$ cat src/rtl/mfhs_pkg.sv
// Package with the shared types and constants of the motor fader hold-off scheduler.
package mfhs_pkg;

  localparam int unsigned POS_W      = 16;
  localparam int unsigned HOLD_W     = 8;
  localparam int unsigned DRV_IDX_W  = 4;
  localparam int unsigned DRV_POS_W  = 12;

  localparam logic [HOLD_W-1:0] HOLD_RESET      = 8'd10;
  localparam logic [7:0]        MAX_DRIVE_INDEX = 8'd12;

  typedef enum logic [1:0] {
    OP_SET_TARGET = 2'd0,
    OP_TOUCH      = 2'd1,
    OP_TICK       = 2'd2,
    OP_RESET_ALL  = 2'd3
  } opcode_t;

  typedef struct packed {
    logic [POS_W-1:0]  target;
    logic [POS_W-1:0]  current;
    logic [HOLD_W-1:0] holdoff;
  } entry_t;

  typedef struct packed {
    logic capture;
    logic rd;
    logic upd;
    logic flush;
  } cmd_t;

  typedef struct packed {
    opcode_t op;
    logic    last_fader;
    logic    stall;
    logic    pend_valid;
    logic    out_free;
  } status_t;

endpackage

$ cat src/rtl/mfhs_if.sv
// Handshake channel interfaces for input items and drive commands.
interface mfhs_item_if;
  logic        valid;
  logic        ready;
  logic [1:0]  opcode;
  logic [7:0]  fader_index;
  logic [15:0] position;

  modport source (output valid, output opcode, output fader_index, output position,
                  input ready);
  modport sink (input valid, input opcode, input fader_index, input position,
                output ready);
endinterface

interface mfhs_drive_if;
  logic        valid;
  logic        ready;
  logic [3:0]  drive_index;
  logic [11:0] drive_position;
  logic        last;

  modport source (output valid, output drive_index, output drive_position, output last,
                  input ready);
  modport sink (input valid, input drive_index, input drive_position, input last,
                output ready);
endinterface

$ cat src/rtl/mfhs_ctrl.sv
// Controller state machine that sequences capture, single-fader update or fader sweep, and final flush.
module mfhs_ctrl (
  input  logic             clk,
  input  logic             rst,
  input  logic             in_valid,
  output logic             in_ready,
  input  mfhs_pkg::status_t status,
  output mfhs_pkg::cmd_t    cmd
);
  import mfhs_pkg::*;

  typedef enum logic [3:0] {
    S_IDLE  = 4'b0001,
    S_READ  = 4'b0010,
    S_UPD   = 4'b0100,
    S_FLUSH = 4'b1000
  } state_t;

  state_t state;
  state_t state_next;

  always_ff @(posedge clk) begin
    if (rst) begin
      state <= S_IDLE;
    end else begin
      state <= state_next;
    end
  end

  always_comb begin
    state_next  = state;
    cmd.capture = 1'b0;
    cmd.rd      = 1'b0;
    cmd.upd     = 1'b0;
    cmd.flush   = 1'b0;
    in_ready    = 1'b0;
    case (state)
      S_IDLE: begin
        in_ready = 1'b1;
        if (in_valid) begin
          cmd.capture = 1'b1;
          state_next  = S_READ;
        end
      end
      S_READ: begin
        cmd.rd     = 1'b1;
        state_next = S_UPD;
      end
      S_UPD: begin
        if (!status.stall) begin
          cmd.upd = 1'b1;
          if (status.op inside {OP_SET_TARGET, OP_TOUCH}) begin
            state_next = S_IDLE;
          end else if (status.last_fader) begin
            state_next = S_FLUSH;
          end else begin
            state_next = S_READ;
          end
        end
      end
      S_FLUSH: begin
        if (!status.pend_valid) begin
          state_next = S_IDLE;
        end else if (status.out_free) begin
          cmd.flush  = 1'b1;
          state_next = S_IDLE;
        end
      end
      default: begin
        state_next = S_IDLE;
      end
    endcase
  end

endmodule

$ cat src/rtl/mfhs_dpath.sv
// Datapath with the fader state memory, sweep counter, pending command and output register.
module mfhs_dpath #(
  parameter int unsigned NUM_FADERS = 13
) (
  input  logic                     clk,
  input  logic                     rst,
  input  logic                     cfg_we,
  input  logic [7:0]               cfg_wdata,
  input  logic [1:0]               in_opcode,
  input  logic [7:0]               in_fader_index,
  input  logic [15:0]              in_position,
  input  mfhs_pkg::cmd_t           cmd,
  output mfhs_pkg::status_t        status,
  output logic                     out_valid,
  input  logic                     out_ready,
  output logic [3:0]               out_drive_index,
  output logic [11:0]              out_drive_position,
  output logic                     out_last
);
  import mfhs_pkg::*;

  localparam int unsigned ADDR_W = (NUM_FADERS > 1) ? $clog2(NUM_FADERS) : 1;

  entry_t                 mem [NUM_FADERS];
  logic [NUM_FADERS-1:0]  valid;
  entry_t                 rd_data;
  logic                   rd_valid;

  logic [HOLD_W-1:0]      hold_ticks;
  opcode_t                op;
  logic [ADDR_W-1:0]      idx;
  logic [POS_W-1:0]       pos;
  logic                   in_range;

  logic                   pend_valid;
  logic [DRV_IDX_W-1:0]   pend_idx;
  logic [DRV_POS_W-1:0]   pend_pos;

  entry_t                 cur;
  entry_t                 new_entry;
  logic                   we;
  logic                   emit;
  logic [POS_W-1:0]       emit_pos;
  logic                   emit_ok;
  logic [7:0]             idx_ext;
  logic                   out_free;
  logic                   push_pend;
  logic                   upd_go;

  always_ff @(posedge clk) begin
    if (rst) begin
      hold_ticks <= HOLD_RESET;
    end else if (cfg_we) begin
      hold_ticks <= cfg_wdata;
    end
  end

  always_ff @(posedge clk) begin
    if (cmd.capture) begin
      op       <= opcode_t'(in_opcode);
      pos      <= in_position;
      in_range <= ({1'b0, in_fader_index} < 9'(NUM_FADERS));
      if (in_opcode == OP_TICK || in_opcode == OP_RESET_ALL) begin
        idx <= '0;
      end else begin
        idx <= in_fader_index[ADDR_W-1:0];
      end
    end else if (upd_go && (op == OP_TICK || op == OP_RESET_ALL)) begin
      idx <= idx + 1'b1;
    end
  end

  always_ff @(posedge clk) begin
    if (cmd.rd) begin
      rd_data <= mem[idx];
    end
    if (upd_go && we) begin
      mem[idx] <= new_entry;
    end
  end

  always_ff @(posedge clk) begin
    if (rst) begin
      valid    <= '0;
      rd_valid <= 1'b0;
    end else begin
      if (cmd.rd) begin
        rd_valid <= valid[idx];
      end
      if (upd_go && we) begin
        valid[idx] <= 1'b1;
      end
    end
  end

  assign cur     = rd_valid ? rd_data : '0;
  assign idx_ext = 8'(idx);

  always_comb begin
    new_entry = cur;
    we        = 1'b0;
    emit      = 1'b0;
    emit_pos  = '0;
    case (op)
      OP_SET_TARGET: begin
        new_entry.target = pos;
        we               = in_range;
      end
      OP_TOUCH: begin
        new_entry.target  = pos;
        new_entry.current = pos;
        new_entry.holdoff = hold_ticks;
        we                = in_range;
      end
      OP_TICK: begin
        if (cur.holdoff != '0) begin
          new_entry.holdoff = cur.holdoff - 1'b1;
          we                = 1'b1;
        end else if (cur.current != cur.target) begin
          new_entry.current = cur.target;
          we                = 1'b1;
          emit              = 1'b1;
          emit_pos          = cur.target;
        end
      end
      OP_RESET_ALL: begin
        new_entry.current = '0;
        new_entry.holdoff = '0;
        we                = 1'b1;
        emit              = 1'b1;
      end
      default: begin
        we = 1'b0;
      end
    endcase
  end

  assign emit_ok   = emit && (idx_ext <= MAX_DRIVE_INDEX) && (emit_pos[POS_W-1:DRV_POS_W] == '0);
  assign out_free  = !out_valid || out_ready;
  assign upd_go    = cmd.upd;
  assign push_pend = (upd_go && emit_ok && pend_valid) || cmd.flush;

  assign status.op         = op;
  assign status.last_fader = (idx == ADDR_W'(NUM_FADERS - 1));
  assign status.stall      = emit_ok && pend_valid && !out_free;
  assign status.pend_valid = pend_valid;
  assign status.out_free   = out_free;

  always_ff @(posedge clk) begin
    if (rst) begin
      pend_valid <= 1'b0;
    end else if (upd_go && emit_ok) begin
      pend_valid <= 1'b1;
    end else if (cmd.flush) begin
      pend_valid <= 1'b0;
    end
  end

  always_ff @(posedge clk) begin
    if (upd_go && emit_ok) begin
      pend_idx <= idx_ext[DRV_IDX_W-1:0];
      pend_pos <= emit_pos[DRV_POS_W-1:0];
    end
  end

  always_ff @(posedge clk) begin
    if (rst) begin
      out_valid <= 1'b0;
    end else if (push_pend) begin
      out_valid <= 1'b1;
    end else if (out_ready) begin
      out_valid <= 1'b0;
    end
  end

  always_ff @(posedge clk) begin
    if (push_pend) begin
      out_drive_index    <= pend_idx;
      out_drive_position <= pend_pos;
      out_last           <= cmd.flush;
    end
  end

endmodule

$ cat src/rtl/motor_fader_holdoff_scheduler_core.sv
// Top level of the motor fader hold-off scheduler.
// Each input transaction is taken only while the block is idle. A set-target or touch
// report is captured, read and updated; a tick or reset-all sweeps the faders one at a
// time, with a read and then an update per fader through the single-port state memory,
// and the sweep is held up while the drive channel stalls. Each drive command is
// held back one step so that the final one of a sweep can carry last; the output register
// lets the next input transaction be accepted while the final command still waits.
module motor_fader_holdoff_scheduler_core #(
  parameter int unsigned NUM_FADERS = 13
) (
  input  logic        clk,
  input  logic        rst,
  input  logic        cfg_we,
  input  logic [7:0]  cfg_wdata,
  mfhs_item_if.sink   item,
  mfhs_drive_if.source drive
);
  import mfhs_pkg::*;

  cmd_t    cmd;
  status_t status;

  mfhs_ctrl u_ctrl (
    .clk      (clk),
    .rst      (rst),
    .in_valid (item.valid),
    .in_ready (item.ready),
    .status   (status),
    .cmd      (cmd)
  );

  mfhs_dpath #(
    .NUM_FADERS (NUM_FADERS)
  ) u_dpath (
    .clk                (clk),
    .rst                (rst),
    .cfg_we             (cfg_we),
    .cfg_wdata          (cfg_wdata),
    .in_opcode          (item.opcode),
    .in_fader_index     (item.fader_index),
    .in_position        (item.position),
    .cmd                (cmd),
    .status             (status),
    .out_valid          (drive.valid),
    .out_ready          (drive.ready),
    .out_drive_index    (drive.drive_index),
    .out_drive_position (drive.drive_position),
    .out_last           (drive.last)
  );

endmodule

$ cat src/flat_wrapper.sv
// flat-port wrapper written by rule: the top's interface ports become plain ports
module motor_fader_holdoff_scheduler_core_flat import mfhs_pkg::*;
#(
  parameter int unsigned NUM_FADERS = 13
)
  (clk, rst, cfg_we, cfg_wdata, item_valid, item_opcode, item_fader_index, item_position, item_ready, drive_valid, drive_drive_index, drive_drive_position, drive_last, drive_ready);
  mfhs_item_if item_i ();
  mfhs_drive_if drive_i ();
  input  logic clk;
  input  logic rst;
  input  logic cfg_we;
  input  logic [7:0] cfg_wdata;
  input wire logic [$bits(item_i.valid)-1:0] item_valid;
  input wire logic [$bits(item_i.opcode)-1:0] item_opcode;
  input wire logic [$bits(item_i.fader_index)-1:0] item_fader_index;
  input wire logic [$bits(item_i.position)-1:0] item_position;
  output wire logic [$bits(item_i.ready)-1:0] item_ready;
  output wire logic [$bits(drive_i.valid)-1:0] drive_valid;
  output wire logic [$bits(drive_i.drive_index)-1:0] drive_drive_index;
  output wire logic [$bits(drive_i.drive_position)-1:0] drive_drive_position;
  output wire logic [$bits(drive_i.last)-1:0] drive_last;
  input wire logic [$bits(drive_i.ready)-1:0] drive_ready;
  assign item_i.valid = item_valid;
  assign item_i.opcode = item_opcode;
  assign item_i.fader_index = item_fader_index;
  assign item_i.position = item_position;
  assign item_ready = item_i.ready;
  assign drive_valid = drive_i.valid;
  assign drive_drive_index = drive_i.drive_index;
  assign drive_drive_position = drive_i.drive_position;
  assign drive_last = drive_i.last;
  assign drive_i.ready = drive_ready;
  motor_fader_holdoff_scheduler_core #(.NUM_FADERS(NUM_FADERS)) u_core (.clk(clk), .rst(rst), .cfg_we(cfg_we), .cfg_wdata(cfg_wdata), .item(item_i), .drive(drive_i));
endmodule
$ cat config.mk
export PLATFORM = sky130hd
export DESIGN_NAME = motor_fader_holdoff_scheduler_core_flat
export DESIGN_NICKNAME = d
export VERILOG_FILES = /design/src/rtl/mfhs_pkg.sv /design/src/rtl/mfhs_if.sv /design/src/rtl/mfhs_ctrl.sv /design/src/rtl/mfhs_dpath.sv /design/src/rtl/motor_fader_holdoff_scheduler_core.sv /design/src/flat_wrapper.sv
export SDC_FILE = /design/constraint.sdc
export NUM_CORES = 1
export LEC_CHECK = 0
export BUFFER_PORTS_ARGS = -buffer_cell sky130_fd_sc_hd__buf_2
export CAP_MARGIN = 10
export CORE_MARGIN = 2
export CORE_UTILIZATION = 60
export DETAILED_ROUTE_END_ITERATION = 10
export PLACE_DENSITY = 0.75
export SYNTH_ARGS = -nofsm -noshare
export SYNTH_HDL_FRONTEND = slang
export SYNTH_SLANG_ARGS = --single-unit
export TNS_END_PERCENT = 30
$ cat constraint.sdc
create_clock -name clk -period 6.11 [get_ports clk]
set_input_delay 1.222 -clock clk [delete_from_list [all_inputs] [get_ports clk]]
set_output_delay 1.222 -clock clk [all_outputs]
set_load 0.1 [all_outputs]
==> impl_metrics.py <==
metrics = {
    "route": {
        "drc_errors": 0,
        "wl_per_cell_um": 29.15,
        "drtIter0Drc": 1530,
        "wl_um": 54250,
        "final_antenna_net_count": 0,
        "vias": 12290,
        "via_per_inst": 6.601,
        "dr.pass1.iters": 5,
    },
    "clock_network": {
        "worstSkewPairLatency_ns": 0.65,
        "cts_max_level": 2,
        "numCtsBuffers": 61,
        "cts_tree": "yes",
        "cts_root_buf": "clkbuf_16",
        "cts.sinks": 644,
        "cts_buffer_depth": 3,
        "post-cts-setup-buffers": 0,
        "ctsResizeCount": 0,
        "hold_buffers": 0,
        "path_clk_slew_ns": 0.06,
    },
    "floorplanning": {
        "std_cell_rows": 74,
        "ios": 58,
        "die_x_um": 208.3,
        "core_region_area_mm2": 0.04102,
        "die_area_mm2": 0.04339,
        "initial_core_util_pct": 61.05,
        "die_h_um": 208.3,
    },
    "critical_path": {
        "crit_fanout": 21,
        "cp-start-kind": "flop",
        "crit_required_ns": 6.39,
        "slowest_delay_ns": 0.74,
        "end_kind": "flop",
        "crit_chain": "nand2_1 -> ha_1 -> nor4b_2 -> a21oi_1 -> nor2_1 -> a21oi_2 -> o211ai_4 -> nor2_4 -> buf_4",
        "timing.setup.critical_path_class": "flop to flop",
        "cp.arrival_ns": 4.74,
        "slowest_stage": "nor2_4",
    },
    "synthesis": {
        "avgSynthCellArea_um2": 21.15,
        "synth_edf_count": 616,
        "ys_async_sr_fraction_pct": 0,
        "synth_nets": 1229,
        "synth_cells": 1184,
        "syn-cell-area_mm2": 0.02504,
        "ys_seq_elements": 644,
        "synthFlopType": "edfxtp_1",
        "synth.distinct_cells": 62,
        "yosys_warnings": 0,
        "synth_seq_area_share_pct": 76.10,
    },
    "grt": {
        "grt_max_degree": 67,
        "grt_pass1_vias": 12440,
        "grt_util_all_layers_pct": 25.80,
        "grt_pass1_wl_um": 80810,
        "grt_overflow": 0,
        "antenna_found_initial": 1,
    },
    "status": {
        "outcome": "complete, no violations",
    },
    "timing": {
        "max_freq_ghz": 0.2242,
        "final_max_slew_viol_count": 0,
        "rsz0062_at_grt": "false",
        "fin_ws_ns": 1.649,
        "clock_skew_ns": 0.03764,
        "tightest_slew_ns": 1.191,
        "tns_ns": 0,
        "fin_crit_ns": 4.461,
        "finalSetupViolCount": 0,
        "hold_viol": 0,
        "max-slew-margin-rel_pct": 20.09,
        "post-route-period-util_pct": 73.01,
    },
    "layout": {
        "area_growth_pct": 12.17,
        "nets": 1322,
        "drive_gt1_share_pct": 28.29,
        "antennaDiodeCount": 0,
        "layout.cells.most_common_list": "edfxtp_1 (616), mux4_2 (164), clkbuf_16 (61)",
        "final_cell_area_mm2": 0.02809,
        "layout_commonest_cell": "edfxtp_1",
    },
    "placed_design": {
        "dpl_worst_slack_ns": 1.666,
        "placed_area_mm2": 0.02608,
        "globalplace.congestion": 0.8239,
        "hpwl_um": 31700,
        "port_buffers": 57,
    },
    "power_and_ir_drop": {
        "leakagePower_nw": 9.015,
        "irDropWorstVdd_mv": 0.2898,
        "power_density_mw_per_mm2": 333.0,
    },
    "hold_path": {
        "hp-class": "flop to flop",
    },
    "flow_run": {
        "drv_cap": 0,
    },
}
critical path, delay by kind of cell (launching register included):
family          cells  cell delay (ns)
simple gates        4             1.30
compound gates      3             1.35
flops               1             0.70
fa+ha+maj           1             0.29
buf+inv             1             0.46
worst paths after layout:
path	from	endpoint	slack (ns)	depth (start not counted)
min reg2reg	u_core.u_dpath.pend_idx[0]	u_core.u_dpath.out_drive_index[0]	0.42	0
max reg2reg	u_core.u_dpath.rd_valid	u_core.u_dpath.mem[4][0]	1.65	9
min	u_core.u_dpath.pend_idx[0]	u_core.u_dpath.out_drive_index[0]	0.42	0
max	u_core.u_dpath.rd_valid	u_core.u_dpath.mem[4][0]	1.65	9
cells in the mapped netlist, types with 15 or more instances:
master,count,area (um2)
nand2_1,43,161.4
a22o_1,16,140.1
mux4_2,164,3694
mux2i_1,23,230.2
nor2_1,38,142.6
a21oi_1,18,90.09
xnor2_1,18,157.7
and2_1,15,93.84
clkbuf_1,33,123.9
edfxtp_1,616,18500
nand2b_1,16,100.1
dfxtp_1,28,560.5
power by group:
group          switching [W]  internal (W)  leakage [nW]
logic               0.000381      0.000309          2.09
clock network        0.00161       0.00212         0.968
registers          0.0000407       0.00489          5.95
cell families (layout without fill, tap and decap cells):
| kind of cell | count (synthesis) | count (layout) | synth area share, % |
|---|---|---|---|
| AOI/OAI and AO/OA | 100 | 100 | 2.868 |
| xor gates and xnor gates | 19 | 19 | 0.6645 |
| DFF | 644 | 644 | 76.10 |
| adders and majority gates | 6 | 6 | 0.2998 |
| and+or+nand+nor | 153 | 153 | 3.153 |
| muxes | 188 | 188 | 15.71 |
| buffers and inverters | 74 | 219 | 1.199 |
per-layer routing:
metal	share of wire (%)	vias to the layer above	track usage [%]
met5	0	-	0
met4	2.9	0	8.385
met3	9.1	102	6.460
met2	49	658	40.58
met1	39	6431	36.24
li1	-	5094	-
flip-flops by register name, summed over array words and instances, names as in the netlist, 2 cells and up:
name / count
u_core.u_dpath.pos: 16
u_core.u_dpath.out_drive_index: 4
u_core.u_dpath.pend_idx: 4
u_core.u_ctrl.state: 4
u_core.u_dpath.pend_pos: 12
u_core.u_dpath.mem: 520
u_core.u_dpath.idx: 4
u_core.u_dpath.valid: 13
u_core.u_dpath.rd_data: 40
u_core.u_dpath.hold_ticks: 8
u_core.u_dpath.out_drive_position: 12
u_core.u_dpath.op: 2
area by class of cell:
class,count,area (um2)
clock buffer,78,1600
clock inverter,37,394.1
fill,2441,12930
inverter,14,53.80
multi-input combinational,466,5787
sequential,644,19060
tap,532,665.6
timing repair buffer,90,530.5
stage by stage:
step           hold slack [ns]  utilization, %  power [W]  instances
2_1_floorplan           0.4003               -   0.005504       1184
3_3_place_gp            0.4018           63.59   0.005703       1744
3_5_place_dp            0.4045           63.59   0.005716       1744
4_1_cts                 0.4196           68.45   0.009413       1859
5_1_grt                 0.4246           68.48   0.009621       1861
6_report                0.4185           68.48   0.009353       1861
Note: power is estimated with default switching activity, not from simulation.
